$ cat src/pms_pkg.sv
// Shared types and constants of the pick motion sequencer.
package pms_pkg;

  localparam int IN_TDATA_W  = 40;
  localparam int OUT_TDATA_W = 48;
  localparam int CFG_INDEX_W = 3;
  localparam int CFG_DATA_W  = 21;

  localparam logic [31:0] START_DELAY_MS = 32'd100;

  // Register indexes on the configuration channel
  localparam logic [CFG_INDEX_W-1:0] REG_PICK_HEIGHT    = 3'd0;
  localparam logic [CFG_INDEX_W-1:0] REG_HEIGHT_ADJUST  = 3'd1;
  localparam logic [CFG_INDEX_W-1:0] REG_PICK_ANGLE     = 3'd2;
  localparam logic [CFG_INDEX_W-1:0] REG_EXTEND_WAIT    = 3'd3;
  localparam logic [CFG_INDEX_W-1:0] REG_ADJUST_WAIT    = 3'd4;
  localparam logic [CFG_INDEX_W-1:0] REG_RETRACT_WAIT   = 3'd5;
  localparam logic [CFG_INDEX_W-1:0] REG_DEVICE_PRESENT = 3'd6;

  // Sequence step codes
  localparam logic [3:0] STEP_START_DELAY = 4'd0;
  localparam logic [3:0] STEP_WAIT_READY  = 4'd1;
  localparam logic [3:0] STEP_EXTEND      = 4'd2;
  localparam logic [3:0] STEP_EXTEND_WAIT = 4'd3;
  localparam logic [3:0] STEP_LIFT        = 4'd4;
  localparam logic [3:0] STEP_LIFT_WAIT   = 4'd5;
  localparam logic [3:0] STEP_SETTLE      = 4'd6;
  localparam logic [3:0] STEP_RETRACT     = 4'd7;
  localparam logic [3:0] STEP_FINAL_WAIT  = 4'd8;

  typedef struct packed {
    logic signed [20:0] pick_z_steps;
    logic signed [16:0] height_adjust_steps;
    logic [8:0]         pick_angle_deg;
    logic [15:0]        extend_wait_ms;
    logic [15:0]        adjust_wait_ms;
    logic [15:0]        retract_wait_ms;
    logic [2:0]         device_present_mask;
  } cfg_t;

  typedef struct packed {
    logic               entered;
    logic               done;
    logic [3:0]         step;
    logic [31:0]        step_start_ms;
    logic signed [20:0] held_height;
  } seq_state_t;

  typedef struct packed {
    logic [31:0] now_ms;
    logic        z_running;
    logic        servo_at_target;
    logic        restart;
  } poll_t;

  typedef struct packed {
    logic               profile_setup;
    logic               z_move;
    logic signed [21:0] z_target;
    logic               servo_move;
    logic [8:0]         angle_cmd;
    logic               fork_extend;
    logic               fork_retract;
    logic               go_place;
    logic [3:0]         step_index;
  } result_t;

endpackage

$ cat src/pms_cfg.sv
// Configuration register file of the pick motion sequencer.
module pms_cfg
  import pms_pkg::*;
(
  input  logic                   clk,
  input  logic                   rst_n,
  input  logic                   cfg_valid,
  output logic                   cfg_ready,
  input  logic [CFG_INDEX_W-1:0] cfg_index,
  input  logic [CFG_DATA_W-1:0]  cfg_data,
  output cfg_t                   cfg
);

  cfg_t cfg_r;

  assign cfg_ready = 1'b1;
  assign cfg      = cfg_r;

  always_ff @(posedge clk) begin
    if (!rst_n) begin
      cfg_r.pick_z_steps        <= '0;
      cfg_r.height_adjust_steps <= '0;
      cfg_r.pick_angle_deg      <= '0;
      cfg_r.extend_wait_ms      <= 16'd750;
      cfg_r.adjust_wait_ms      <= 16'd100;
      cfg_r.retract_wait_ms     <= 16'd750;
      cfg_r.device_present_mask <= 3'd7;
    end else if (cfg_valid) begin
      case (cfg_index)
        REG_PICK_HEIGHT:    cfg_r.pick_z_steps        <= cfg_data;
        REG_HEIGHT_ADJUST:  cfg_r.height_adjust_steps <= cfg_data[16:0];
        REG_PICK_ANGLE:     cfg_r.pick_angle_deg      <= cfg_data[8:0];
        REG_EXTEND_WAIT:    cfg_r.extend_wait_ms      <= cfg_data[15:0];
        REG_ADJUST_WAIT:    cfg_r.adjust_wait_ms      <= cfg_data[15:0];
        REG_RETRACT_WAIT:   cfg_r.retract_wait_ms     <= cfg_data[15:0];
        REG_DEVICE_PRESENT: cfg_r.device_present_mask <= cfg_data[2:0];
        default: ;
      endcase
    end
  end

endmodule

$ cat src/pms_step.sv
// Next-state and result logic for one poll of the pick sequence.
module pms_step
  import pms_pkg::*;
(
  input  cfg_t       cfg,
  input  seq_state_t cur,
  input  poll_t      poll,
  output seq_state_t nxt,
  output result_t    res
);

  logic               has_z, has_servo, has_fork;
  logic [3:0]         step_eff;
  logic [31:0]        start_eff;
  logic               done_eff;
  logic signed [20:0] held_eff;
  logic [31:0]        since_ms;
  logic               z_ok, servo_ok;

  assign has_z     = cfg.device_present_mask[0];
  assign has_servo = cfg.device_present_mask[1];
  assign has_fork  = cfg.device_present_mask[2];

  // Entry poll starts fresh from the current time and the configured pick height
  assign step_eff  = cur.entered ? cur.step : STEP_START_DELAY;
  assign start_eff = cur.entered ? cur.step_start_ms : poll.now_ms;
  assign done_eff  = cur.entered & cur.done;
  assign held_eff  = cur.entered ? cur.held_height : cfg.pick_z_steps;
  assign since_ms  = poll.now_ms - start_eff;
  assign z_ok      = !has_z || !poll.z_running;
  assign servo_ok  = !has_servo || poll.servo_at_target;

  always_comb begin
    nxt = cur;
    res = '0;
    if (poll.restart) begin
      nxt = '0;
    end else begin
      nxt.entered       = 1'b1;
      nxt.done          = done_eff;
      nxt.step          = step_eff;
      nxt.step_start_ms = start_eff;
      nxt.held_height   = held_eff;
      if (!cur.entered) begin
        res.profile_setup = has_z | has_servo;
      end
      if (done_eff) begin
        res.go_place = 1'b1;
      end else begin
        case (step_eff)
          STEP_START_DELAY: begin
            if (since_ms >= START_DELAY_MS) begin
              if (has_z) begin
                res.z_move   = 1'b1;
                res.z_target = {held_eff[20], held_eff};
              end
              if (has_servo) begin
                res.servo_move = 1'b1;
                res.angle_cmd  = cfg.pick_angle_deg;
              end
              nxt.step          = STEP_WAIT_READY;
              nxt.step_start_ms = poll.now_ms;
            end
          end
          STEP_WAIT_READY: begin
            if (z_ok && servo_ok) begin
              nxt.step          = STEP_EXTEND;
              nxt.step_start_ms = poll.now_ms;
            end
          end
          STEP_EXTEND: begin
            res.fork_extend   = has_fork;
            nxt.step          = STEP_EXTEND_WAIT;
            nxt.step_start_ms = poll.now_ms;
          end
          STEP_EXTEND_WAIT: begin
            if (since_ms >= {16'd0, cfg.extend_wait_ms}) begin
              nxt.step          = STEP_LIFT;
              nxt.step_start_ms = poll.now_ms;
            end
          end
          STEP_LIFT: begin
            if (has_z) begin
              res.z_move   = 1'b1;
              res.z_target = {held_eff[20], held_eff}
                + {{5{cfg.height_adjust_steps[16]}}, cfg.height_adjust_steps};
            end
            nxt.step          = STEP_LIFT_WAIT;
            nxt.step_start_ms = poll.now_ms;
          end
          STEP_LIFT_WAIT: begin
            if (z_ok) begin
              nxt.step          = STEP_SETTLE;
              nxt.step_start_ms = poll.now_ms;
            end
          end
          STEP_SETTLE: begin
            if (since_ms >= {16'd0, cfg.adjust_wait_ms}) begin
              nxt.step          = STEP_RETRACT;
              nxt.step_start_ms = poll.now_ms;
            end
          end
          STEP_RETRACT: begin
            res.fork_retract  = has_fork;
            nxt.step          = STEP_FINAL_WAIT;
            nxt.step_start_ms = poll.now_ms;
          end
          STEP_FINAL_WAIT: begin
            if (since_ms >= {16'd0, cfg.retract_wait_ms}) begin
              nxt.done = 1'b1;
            end
          end
          default: begin
            nxt.done = 1'b1;
          end
        endcase
      end
      res.step_index = nxt.step;
    end
  end

endmodule

$ cat src/pick_motion_sequencer_unit.sv
// Top level of the pick motion sequencer: channels, sequence state, result register.
//
// Usage
//   in_*  : one poll word per item: current millisecond time, Z running flag,
//           servo-at-target flag and a restart flag.
//   out_* : one result word per poll: pulses for profile setup, Z move, servo
//           move, fork extend/retract, the go_place request and the step index.
//   cfg_* : register writes (index, data); always ready, write only while idle.
// Timing: a poll accepted at one edge shows its result on out_* right after
//   that edge. Throughput: one poll per cycle while out_tready is high.
// The sequence state and the result register are updated at the same edge,
//   so the compare and step update set the per-poll cost.
// Reset: sequence goes to not-entered; registers take their defaults
//   (waits 750/100/750 ms, all devices present); no result is pending.
// Stall: while out_tready is low a result is held and in_tready drops; a new
//   poll is taken in the same cycle the held result is consumed.
module pick_motion_sequencer_unit
  import pms_pkg::*;
(
  input  logic                   clk,
  input  logic                   rst_n,
  // [31:0] now_ms, [32] z_running, [33] servo_at_target, [34] restart, rest zero
  input  logic [IN_TDATA_W-1:0]  in_tdata,
  input  logic                   in_tvalid,
  output logic                   in_tready,
  // [0] profile_setup, [1] z_move, [23:2] z_target, [24] servo_move,
  // [33:25] angle_cmd, [34] fork_extend, [35] fork_retract, [36] go_place,
  // [40:37] step_index, rest zero
  output logic [OUT_TDATA_W-1:0] out_tdata,
  output logic                   out_tvalid,
  input  logic                   out_tready,
  input  logic                   cfg_valid,
  output logic                   cfg_ready,
  input  logic [CFG_INDEX_W-1:0] cfg_index,
  input  logic [CFG_DATA_W-1:0]  cfg_data
);

  cfg_t       cfg;
  poll_t      poll;
  seq_state_t state_r, state_nxt;
  result_t    res_nxt, res_r;
  logic       out_valid_r;
  logic       in_accept;

  pms_cfg u_cfg (
    .clk       (clk),
    .rst_n     (rst_n),
    .cfg_valid (cfg_valid),
    .cfg_ready (cfg_ready),
    .cfg_index (cfg_index),
    .cfg_data  (cfg_data),
    .cfg       (cfg)
  );

  // Unpack the poll word
  assign poll.now_ms          = in_tdata[31:0];
  assign poll.z_running       = in_tdata[32];
  assign poll.servo_at_target = in_tdata[33];
  assign poll.restart         = in_tdata[34];

  pms_step u_step (
    .cfg  (cfg),
    .cur  (state_r),
    .poll (poll),
    .nxt  (state_nxt),
    .res  (res_nxt)
  );

  // Take a new poll whenever the result slot is empty or drains this cycle
  assign in_tready = !out_valid_r || out_tready;
  assign in_accept = in_tvalid && in_tready;

  always_ff @(posedge clk) begin
    if (!rst_n) begin
      state_r     <= '0;
      out_valid_r <= 1'b0;
    end else begin
      if (in_accept) begin
        state_r     <= state_nxt;
        out_valid_r <= 1'b1;
      end else if (out_tready) begin
        out_valid_r <= 1'b0;
      end
    end
  end

  // Payload: load on accept, hold otherwise
  always_ff @(posedge clk) begin
    if (in_accept) begin
      res_r <= res_nxt;
    end
  end

  assign out_tvalid = out_valid_r;
  assign out_tdata  = {7'd0, res_r.step_index, res_r.go_place, res_r.fork_retract,
                       res_r.fork_extend, res_r.angle_cmd, res_r.servo_move,
                       res_r.z_target, res_r.z_move, res_r.profile_setup};

  // Not-entered sequence always sits at the first step and is not done
  a_idle_clear: assert property (@(posedge clk) disable iff (!rst_n)
    !state_r.entered |-> (state_r.step == STEP_START_DELAY) && !state_r.done)
    else $error("not-entered sequence holds stale step or done");

  // Done is only reached from the final wait
  a_done_step: assert property (@(posedge clk) disable iff (!rst_n)
    state_r.done |-> state_r.step == STEP_FINAL_WAIT)
    else $error("done set outside final wait step");

  // A restart poll yields an all-zero result
  a_restart_zero: assert property (@(posedge clk) disable iff (!rst_n)
    in_accept && poll.restart |=> out_tvalid && (out_tdata == '0))
    else $error("restart poll gave a nonzero result");

  // go_place comes alone, with no motion pulse beside it
  a_place_alone: assert property (@(posedge clk) disable iff (!rst_n)
    out_tvalid && res_r.go_place |->
      !res_r.z_move && !res_r.servo_move && !res_r.fork_extend && !res_r.fork_retract)
    else $error("go_place together with a motion pulse");

  // A non-restart poll always leaves the sequence entered
  a_enter: assert property (@(posedge clk) disable iff (!rst_n)
    in_accept && !poll.restart |=> state_r.entered)
    else $error("poll did not enter the sequence");

endmodule
$ cat config.mk
export PLATFORM = sky130hd
export DESIGN_NAME = pick_motion_sequencer_unit
export DESIGN_NICKNAME = d
export VERILOG_FILES = /design/src/pms_pkg.sv /design/src/pms_cfg.sv /design/src/pms_step.sv /design/src/pick_motion_sequencer_unit.sv
export SDC_FILE = /design/constraint.sdc
export NUM_CORES = 1
export LEC_CHECK = 0
export BUFFER_PORTS_ARGS = -buffer_cell sky130_fd_sc_hd__buf_4
export CAP_MARGIN = 40
export CORE_ASPECT_RATIO = 1.1
export CORE_MARGIN = 5
export CORE_UTILIZATION = 45
export CTS_BUF_LIST = sky130_fd_sc_hd__clkbuf_8
export CTS_CLUSTER_DIAMETER = 40
export DETAILED_ROUTE_END_ITERATION = 16
export GPL_TIMING_DRIVEN = 0
export MAX_ROUTING_LAYER = met4
export PLACE_DENSITY = 0.66
export SYNTH_ARGS = -nofsm -noshare
export SYNTH_HDL_FRONTEND = slang
export SYNTH_SLANG_ARGS = --single-unit
$ cat constraint.sdc
create_clock -name clk -period 5.7 [get_ports clk]
set_input_delay 0.285 -clock clk [delete_from_list [all_inputs] [get_ports clk]]
set_output_delay 0.285 -clock clk [all_outputs]
set_load 0.05 [all_outputs]
* After elaboration in Yosys (flattened, before gate mapping) *
Cells that the tools add are included.
W data, S select, Z words.

cells by class
  add/subtract/negate cells = 2
  order comparisons = 4
  equal/unequal tests = 14
  muxes and demuxes = 21
  bitwise logic cells = 7
  reductions and logical operators = 26

operator list
  operator               count
  $pmux W36 S8           1
  $mux W36               5
  $ge A32 B16 Y1         3
  $mux W59               1
  $mux W23               2
  $pmux W23 S2           1
  $mux W37               1
  $mux W33               1
  $ge A32 B7 Y1 const B  1
  $mux W32               1
  $sub A32 B32 Y32       1
  $add A21 B17 Y22       1
  $mux W21               1
  $eq A4 B3 Y1 const B   4
  $reduce_and A2 Y1      7
  $mux W10               1
  $eq A3 B3 Y1 const B   3
  $eq A4 B2 Y1 const B   2
  $reduce_or A8 Y1       1
  $eq A3 B2 Y1 const B   2
  $reduce_or A3 Y1       2
  $not A1 Y1             5
  $reduce_or A5 Y1       1
  $eq A4 B1 Y1 const B   1
  15 further kinds       25

word-level totals
  bits in registers = 199
  input bits = 69
  output and inout port bits = 51
  logic and storage cells = 96

* Depth between registers and ports, before layout *
Gate-level depths: netlist of run 1.

  word-level depth = 7
  gate-level depth with buffers = 28

* Hierarchy *
From an unflattened synthesis of run 1, not the netlist that was laid out.

second synthesis, totals
  cells, all modules = 1791
  area total of the unflattened synthesis = 14510.2 um^2

by module, submodules not included
  module                      times used  cells each  area each (um^2)  seq. area each (um^2)
  pms_step                    1           1123        7025.5            0.0
  pick_motion_sequencer_unit  1           310         3748.6            2432.3
  pms_cfg                     1           358         3736.1            1961.9

* Worst setup path after synthesis of run 1 *
Ideal clock, no wire load.

  path type = register to register
  start point = register state_r[58] in the netlist's numbering
  end point = register state_r[22] in the netlist's numbering
  arrival = 5.938 ns
  setup slack = -0.369 ns
  cell stages (with the launch flop) = 29
  path buffers = 7
  path through = dfxtp_1 clkbuf_1 clkbuf_1 buf_2 clkbuf_1 buf_1 nand2_1 o21ai_0 ha_1 inv_1 fa_1 a21o_1 a221oi_4 o21ai_2 a21o_1 buf_6 and4b_1 a311o_1 ha_1 a211oi_1 nand2_1 o21ai_0 a31o_2 a221o_2 o21ai_2 a21oi_4 buf_6 o21ai_2 o2bb2ai_2

on the way
  word-level cells in the longest chain between the ends = 7
  elaborated cells between the ends (all ways) = 23
  those cells by class = add/sub (1); order compare (3); eq/ne (7); mux (10); bitwise (1); reduce/logical (1)

ends and longest elaborated chain
  element                                 line                                            text
  start: declaration                      pick_motion_sequencer_unit.sv:40                seq_state_t state_r, state_nxt;
  start signal: assignment                pick_motion_sequencer_unit.sv:79                state_r <= state_nxt;
  $mux W32                                pms_step.sv:26                                  assign start_eff = cur.entered ? cur.step_start_ms : poll.now_ms;
  $sub A32 B32 Y32                        pms_step.sv:29                                  assign since_ms = poll.now_ms - start_eff;
  $ge A32 B16 Y1 (tied with other cells)  pms_step.sv:98                                  if (since_ms >= {16'd0, cfg.adjust_wait_ms}) begin
  $mux W36 (on tied branches)             pms_step.sv:98, pms_step.sv:52, pms_step.sv:77
  $pmux W36 S8                            pms_step.sv:50                                  case (step_eff)
  $mux W37 *                              pms_step.sv:47                                  if (done_eff) begin
  $mux W59 *                              pms_step.sv:36                                  if (poll.restart) begin

Every way passes the cells marked *; elsewhere a longest branch is shown, timed or not.
A chain may end at the register's enable or synchronous reset.

* Final worst setup path of run 1 *
  start point = register state_r[58] in the netlist's numbering
  end point = register state_r[39] in the netlist's numbering

The elaborated chain is that of the path after synthesis.

==> out/metrics.csv, run 1 <==
stage;metric;value;unit
worst_setup_path;slowest stage delay, CP;0.42;ns
worst_setup_path;critical path data required time;6.07;ns
yosys;Avg Inst Size Synth;8.58;um^2
placement;RD Place Congestion;0.931;
sta;worst clock skew;0.0243;ns
sta;worst slew pin tran;0.786;ns
finish;commonest cells after routing, fill and taps aside;nand2_1, dfxtp_1, buf_4;
clock_tree;Max Root-Sink Buffers;2;
yosys;synth warn;0;
placement;# port buffers;104;
routing;DR WL/cell;17.2;um
routing;DRT antenna net count;0;
floorplan;Core Area;27900;um^2
clock_tree;Clock Pin Slew Worst Setup and Hold Paths;0.12;ns
worst_setup_path;Worst Path Arrival;5.78;ns
run;max cap viols;0;
floorplan;die area;31900;um^2
routing;final WL;34.7;mm
floorplan;die width;171;um
status;run status;completed;
sta;count of final hold-check violations;0;
worst_setup_path;Startpoint Class;flip-flop;
floorplan;initial core utilization;0.457;
global_route;gr ovfl total;0;
clock_tree;number of buffers created by CTS;17;
clock_tree;CTS Root Cell;clkbuf_8;
sta;final setup violation count;0;
routing;number of vias per cell;5.56;
clock_tree;clock latency reported for the late side of the worst-skew pair;0.51;ns
global_route;initial antenna violation count;0;
placement;post-detail-place hpwl;26.6;mm
yosys;Synth Instances;1490;
worst_setup_path;slowest stage cell on the critical path;a311o_1;
global_route;GRT Overall Usage;0.223;
sta;fmax;185;MHz
sta;RSZ-0062 raised after global routing;no;
routing;drt pass-1 iters;5;
clock_tree;TritonCTS clock tree;built;
global_route;first-pass GRT wire length;56.1;mm
power_and_ir_drop;PwrDens;237;nW/um^2
yosys;Syn Std Cell Area;12800;um^2
yosys;#FFs+latches synth;199;
finish;layout cell share with drive strength beyond 1;0.159;
floorplan;row count;64;
finish;Final Util;0.529;
yosys;Top FF cell, synth;dfxtp_1;
floorplan;Die Y-Extent;187;um
floorplan;I/O pin cnt;120;
worst_setup_path;worst-path fanout max;10;
sta;Max-slew headroom;0.476;
worst_hold_path;worst hold path class;in -> reg;
routing;drt first-iter violations;822;
yosys;Post-synth EDFFs;41;
global_route;largest net degree at the start of global routing;39;
yosys;Synth cell types;75;
routing;routed vias;11200;
placement;Inst Count DP;1966;
yosys;Post-synth ARST share;0;
finish;fin cells;2016;
sta;final worst slack;0.286;ns
worst_hold_path;Worst Hold Depth;2;
finish;nets@finish;1809;
finish;most common cell after layout, fill and taps aside;nand2_1;
power_and_ir_drop;leak pwr;6.01;nW
sta;Final min period;5.41;ns
power_and_ir_drop;VDD IR max;0.000133;V
clock_tree;H-tree Lvls;4;
yosys;sequential-to-total area share from yosys stat;0.344;
finish;Area Overhead vs Synth;15.7;%
worst_setup_path;Worst Reg-to-Reg Cells;28;
worst_setup_path;crit path capture type;flip-flop;
global_route;vias in the first global route;10800;
sta;fin. max-slew vios;0;
sta;period utilisation layout;0.950;
routing;drc violations;0;
worst_setup_path;critical path class;reg -> reg;
placement;Place WS;-1.29;ns
clock_tree;clk sinks;199;
finish;Diodes inserted;0;
==> worst paths after layout <==
kind,startpoint,to,slack [ns]
hold / removal,in_tdata[13],state_r[34],0.01
setup / recovery,state_r[58],state_r[39],0.29
hold reg to reg,u_cfg.cfg[54],u_cfg.cfg[54],0.47
setup reg to reg,state_r[58],state_r[39],0.29
==> where the power goes <==
part           total [W]  switching, W  internal [W]
combinational    0.00103      0.000626      0.000409
sequential       0.00151     0.0000237       0.00148
clock           0.000964      0.000618      0.000346
==> sequential cells by signal, summed over array words and instances, names as in the netlist <==
| register | cells |
|---|---|
| out_tvalid | 1 |
| out_tdata | 41 |
| u_cfg.cfg | 98 |
| state_r | 59 |
==> layer usage <==
layer  global-route usage  routed length [um]  up-vias
met2                0.365               16700      291
met4               0.0667                 807        0
li1                     -                   -     5577
met1                0.290               15600     5281
met5                    -                   0        -
met3               0.0273                1570       53
==> cell usage after synthesis, types with 4 or more instances <==
master     number  area share
o21bai_1        4      0.0023
clkbuf_1       65       0.019
ha_1           98       0.096
o31ai_1         7      0.0041
xnor2_1        14      0.0096
xor2_1         24       0.016
o21ai_0        46       0.018
o2bb2ai_2      30       0.035
buf_1           6      0.0018
nand3_1        22      0.0086
edfxtp_1       41       0.096
dfxtp_1       158        0.25
a21oi_1        86       0.034
buf_4           8      0.0047
a31oi_1        10      0.0049
a211oi_1       13      0.0076
and3_1          9      0.0044
nand2_1       246       0.072
a21boi_0       82       0.048
nor4_1          7      0.0034
buf_6           9      0.0079
nand2b_1       14      0.0069
and2_1         16      0.0078
o211ai_1       24       0.014
nor2b_1        30       0.015
mux2i_1        58       0.045
nand4_1        11      0.0054
o22ai_1        20      0.0098
inv_1          90       0.026
o21a_1         10      0.0059
o21ai_2        33       0.023
nor3_1         36       0.014
nor2_1         67       0.020
a21o_1         28       0.016
==> what timing repair did <==
action	CTS	global route
resized for setup	18	17
setup buffers	1	6
cloned	0	0
hold buffers	12	0
endpoints found under the setup margin	72	68
endpoints found under the hold margin	12	0
pin swaps	5	4
==> area by class of cell <==
| class | instances | area (um^2) |
|---|---|---|
| clock buffers | 17 | 234 |
| fillers | 2654 | 13200 |
| multi-input cells | 1116 | 7690 |
| clock inverters | 15 | 185 |
| well taps | 363 | 454 |
| repair buffers | 126 | 996 |
| inverters | 91 | 343 |
| plain buffers | 89 | 495 |
| flip-flops and latches | 199 | 4400 |
==> kinds of logic (layout without fill, tap and decap cells) <==
| group | count (synthesis) | after routing | share of synthesized area |
|---|---|---|---|
| other cells | 2 | 8 | 0.000587 |
| buf+inv | 181 | 338 | 0.0610 |
| xor+xnor | 38 | 38 | 0.0260 |
| fa+ha+maj | 103 | 103 | 0.101 |
| flops | 199 | 199 | 0.344 |
| mux | 59 | 59 | 0.0463 |
| compound gates | 431 | 431 | 0.252 |
| simple gates | 477 | 477 | 0.169 |
==> critical path, delay by kind of cell (launching register included) <==
kind            cells  cell delay (ns)
fa+ha+maj           3             0.95
buf+inv             8             1.18
compound gates     14             2.48
flops               1             0.38
simple gates        3             0.30
==> stage by stage <==
step | hold WS [ns] | cell area [um^2] | power (W) | setup TNS [ns]
floorplan | 0.393 | 12800 | 0.00224 | 0
global placement | 0.445 | 14000 | 0.00251 | -77.84
detailed placement | 0.453 | 14100 | 0.00253 | -79.21
CTS | 0.00132 | 14700 | 0.00351 | 0
global route | 0.000155 | 14800 | 0.00370 | 0
finish | 0.0103 | 14800 | 0.00351 | 0
(Power assumes the default switching activity.)
==> run 2, diff against run 1 <==
--- a/config.mk
+++ b/config.mk
@@ -5,6 +5,7 @@
 export SDC_FILE = /design/constraint.sdc
 export NUM_CORES = 1
 export LEC_CHECK = 0
+export ABC_AREA = 1
 export BUFFER_PORTS_ARGS = -buffer_cell sky130_fd_sc_hd__buf_4
 export CAP_MARGIN = 40
 export CORE_ASPECT_RATIO = 1.1
@@ -15,7 +16,8 @@
 export DETAILED_ROUTE_END_ITERATION = 16
 export GPL_TIMING_DRIVEN = 0
 export MAX_ROUTING_LAYER = met4
-export PLACE_DENSITY = 0.66
+export PLACE_DENSITY = 0.65
+export REMOVE_ABC_BUFFERS = 1
 export SYNTH_ARGS = -nofsm -noshare
 export SYNTH_HDL_FRONTEND = slang
 export SYNTH_SLANG_ARGS = --single-unit
==> out/metrics.csv, run 2 <==
stage;metric;value;unit;change
sta;worst clock skew;0.0221;ns;was 0.0243 ns
global_route;GRT Overall Usage;0.258;;was 0.223
floorplan;Core Area;34000;um^2;was 27900 um^2
sta;count of final hold-check violations;0;;unchanged
clock_tree;Clock Pin Slew Worst Setup and Hold Paths;0.11;ns;was 0.12 ns
clock_tree;CTS Root Cell;clkbuf_8;;unchanged
status;run status;completed;;unchanged
routing;drt first-iter violations;1058;;was 822
sta;RSZ-0062 raised after global routing;no;;unchanged
floorplan;Die Y-Extent;204;um;was 187 um
floorplan;die width;186;um;was 171 um
worst_setup_path;cell family with most CP delay;simple AND/OR/NAND/NOR gates;;was compound AO/OA/AOI/OAI gates
worst_setup_path;crit-path most repeated cell;nand2_1;;
routing;routed vias;16100;;was 11200
yosys;Synth Instances;2475;;was 1490
floorplan;die area;38000;um^2;was 31900 um^2
worst_setup_path;worst-path fanout max;49;;was 10
clock_tree;H-tree Lvls;4;;unchanged
clock_tree;number of buffers created by CTS;17;;unchanged
placement;post-detail-place hpwl;36.2;mm;was 26.6 mm
floorplan;I/O pin cnt;120;;unchanged
finish;commonest cells after routing, fill and taps aside;nand2_1, inv_1, nor2_1;;was nand2_1, dfxtp_1, buf_4
global_route;gr ovfl total;0;;unchanged
finish;# fillers;3504;;was 2654
global_route;largest net degree at the start of global routing;73;;was 39
routing;drt pass-1 iters;6;;was 5
sta;fmax;194;MHz;was 185 MHz
sta;period utilisation layout;0.906;;was 0.950
floorplan;initial core utilization;0.452;;was 0.457
sta;WHS;0.0468;ns;was 0.0103 ns
worst_setup_path;Startpoint Class;flip-flop;;unchanged
yosys;Post-synth ARST share;0;;unchanged
finish;layout cell share with drive strength beyond 1;0.0857;;was 0.159
yosys;Post-synth EDFFs;41;;unchanged
power_and_ir_drop;Pwr Total;0.00387;W;was 0.00351 W
routing;DRT antenna net count;0;;unchanged
yosys;Synth area leader;dfxtp_1;;unchanged
yosys;#FFs+latches synth;199;;unchanged
worst_setup_path;crit path capture type;flip-flop;;unchanged
finish;Largest register FFs;98;;unchanged
worst_setup_path;critical path class;reg -> reg;;unchanged
yosys;largest cells by area after synthesis;dfxtp_1, nand2_1, inv_1, edfxtp_1, ha_1;;was dfxtp_1, edfxtp_1, ha_1, nand2_1, a21boi_0
worst_setup_path;slowest stage cell on the critical path;dfxtp_2;;was a311o_1
global_route;vias in the first global route;15200;;was 10800
power_and_ir_drop;VDD IR max;0.000160;V;was 0.000133 V
yosys;top cells by count, synth;nand2_1, inv_1, nor2_1;;was nand2_1, dfxtp_1, ha_1
yosys;Yosys top cell area share;0.206;;was 0.247
finish;Diodes inserted;0;;unchanged
finish;nets@finish;2699;;was 1809
power_and_ir_drop;PwrDens;224;nW/um^2;was 237 nW/um^2
worst_setup_path;slowest stage delay, CP;0.46;ns;was 0.42 ns
sta;Final min period;5.16;ns;was 5.41 ns
worst_setup_path;critical path data required time;5.99;ns;was 6.07 ns
clock_tree;clock latency reported for the late side of the worst-skew pair;0.53;ns;was 0.51 ns
worst_setup_path;CP Buf/Inv Count;5;;was 8
worst_setup_path;Worst Path Arrival;5.45;ns;was 5.78 ns
floorplan;row count;71;;was 64
routing;number of vias per cell;5.40;;was 5.56
global_route;first-pass GRT wire length;76.8;mm;was 56.1 mm
routing;final WL;48.3;mm;was 34.7 mm
clock_tree;TritonCTS clock tree;built;;unchanged
sta;worst slew pin tran;0.920;ns;was 0.786 ns
run;max cap viols;0;;unchanged
placement;# port buffers;106;;was 104
sta;Max-slew headroom;0.385;;was 0.476
yosys;Top FF cell, synth;dfxtp_1;;unchanged
finish;Area Overhead vs Synth;12.4;%;was 15.7%
yosys;Syn Std Cell Area;15400;um^2;was 12800 um^2
global_route;initial antenna violation count;0;;unchanged
power_and_ir_drop;leak pwr;8.83;nW;was 6.01 nW
routing;drc violations;0;;unchanged
yosys;synth warn;0;;unchanged
clock_tree;clk sinks;199;;unchanged
sta;final setup violation count;0;;unchanged
clock_tree;Max Root-Sink Buffers;2;;unchanged
yosys;Synth cell types;47;;was 75
yosys;sequential-to-total area share from yosys stat;0.286;;was 0.344
sta;fin. max-slew vios;0;;unchanged
routing;DR WL/cell;16.2;um;was 17.2 um
yosys;Avg Inst Size Synth;6.22;um^2;was 8.58 um^2
placement;RD Place Congestion;0.973;;was 0.931
yosys;most common cell in the netlist;nand2_1;;unchanged
worst_hold_path;worst hold path class;in -> reg;;unchanged
finish;most common cell after layout, fill and taps aside;nand2_1;;unchanged
[run 2: timing repair]
item,4_1_cts,5_1_grt
buffers inserted,0,1
endpoints found under the hold margin,5,0
pin swaps,0,1
hold buffers,5,0
endpoints found under the setup margin,34,40
gates resized for setup,3,5
[run 2: worst min-delay path, cell delays in order]
cell	delay [ns]
buf_4	0.12
nor2_1	0.05
nor2_1	0.08
[run 2: path summary, 6_finish.rpt]
check	startpoint	to	slack [ns]	depth (start not counted)
setup reg to reg	state_r[58]	out_tdata[37]	0.54	27
setup / recovery	state_r[58]	out_tdata[37]	0.54	27
hold / removal	cfg_data[14]	u_cfg.cfg[74]	0.05	3
hold reg to reg	u_cfg.cfg[52]	u_cfg.cfg[52]	0.46	2
[run 2: final cells by class]
class	count	area, um^2	share of cell area
Clock buffer	18	248	0.0143
Timing Repair Buffer	136	1290	0.0747
Sequential cell	199	4400	0.254
Clock inverter	14	178	0.0103
Multi-Input combinational cell	1813	9260	0.536
Tap cell	438	548	0.0317
Inverter	363	1370	0.0792
[run 2: logic make-up (layout without fill, tap and decap cells)]
family	after synthesis	count (layout)	share of synthesized area
compound gates	544	544	0.197
fa+ha+maj	100	100	0.0823
mux	4	4	0.00260
simple gates	1146	1146	0.306
buf+inv	469	531	0.120
other cells	2	8	0.000488
flops	199	199	0.286
xor+xnor	11	11	0.00626
[run 2: report_power, final]
part           switching (W)  leakage (nW)  internal, W  total, W
registers          0.0000244          1.70      0.00149   0.00152
clock network       0.000588         0.220     0.000423   0.00101
logic               0.000900          6.91     0.000436   0.00134
total                0.00151          8.83      0.00235   0.00387
[run 2: per-layer routing]
layer | global-route usage | wire length [um] | vias to the layer above
li1 | - | - | 8111
met1 | 0.308 | 20400 | 7386
met2 | 0.447 | 24100 | 502
met3 | 0.0247 | 2310 | 99
met4 | 0.101 | 1510 | 0
met5 | - | 0 | -
[run 2: per-stage QoR]
| stage | worst slack (ns) | util | instances | TNS, ns | instance area, um^2 |
|---|---|---|---|---|---|
| detailed placement | -0.547 | 0.493 | 2943 | -11.32 | 16800 |
| global placement | -3.14 | 0.478 | 2919 | -160.39 | 16300 |
| global route | 0.0335 | 0.508 | 2981 | 0 | 17300 |
| CTS | 0.0410 | 0.507 | 2980 | 0 | 17300 |
| finish | 0.535 | 0.508 | 2981 | 0 | 17300 |
| floorplan | 0.0473 | - | 2375 | 0 | 14900 |
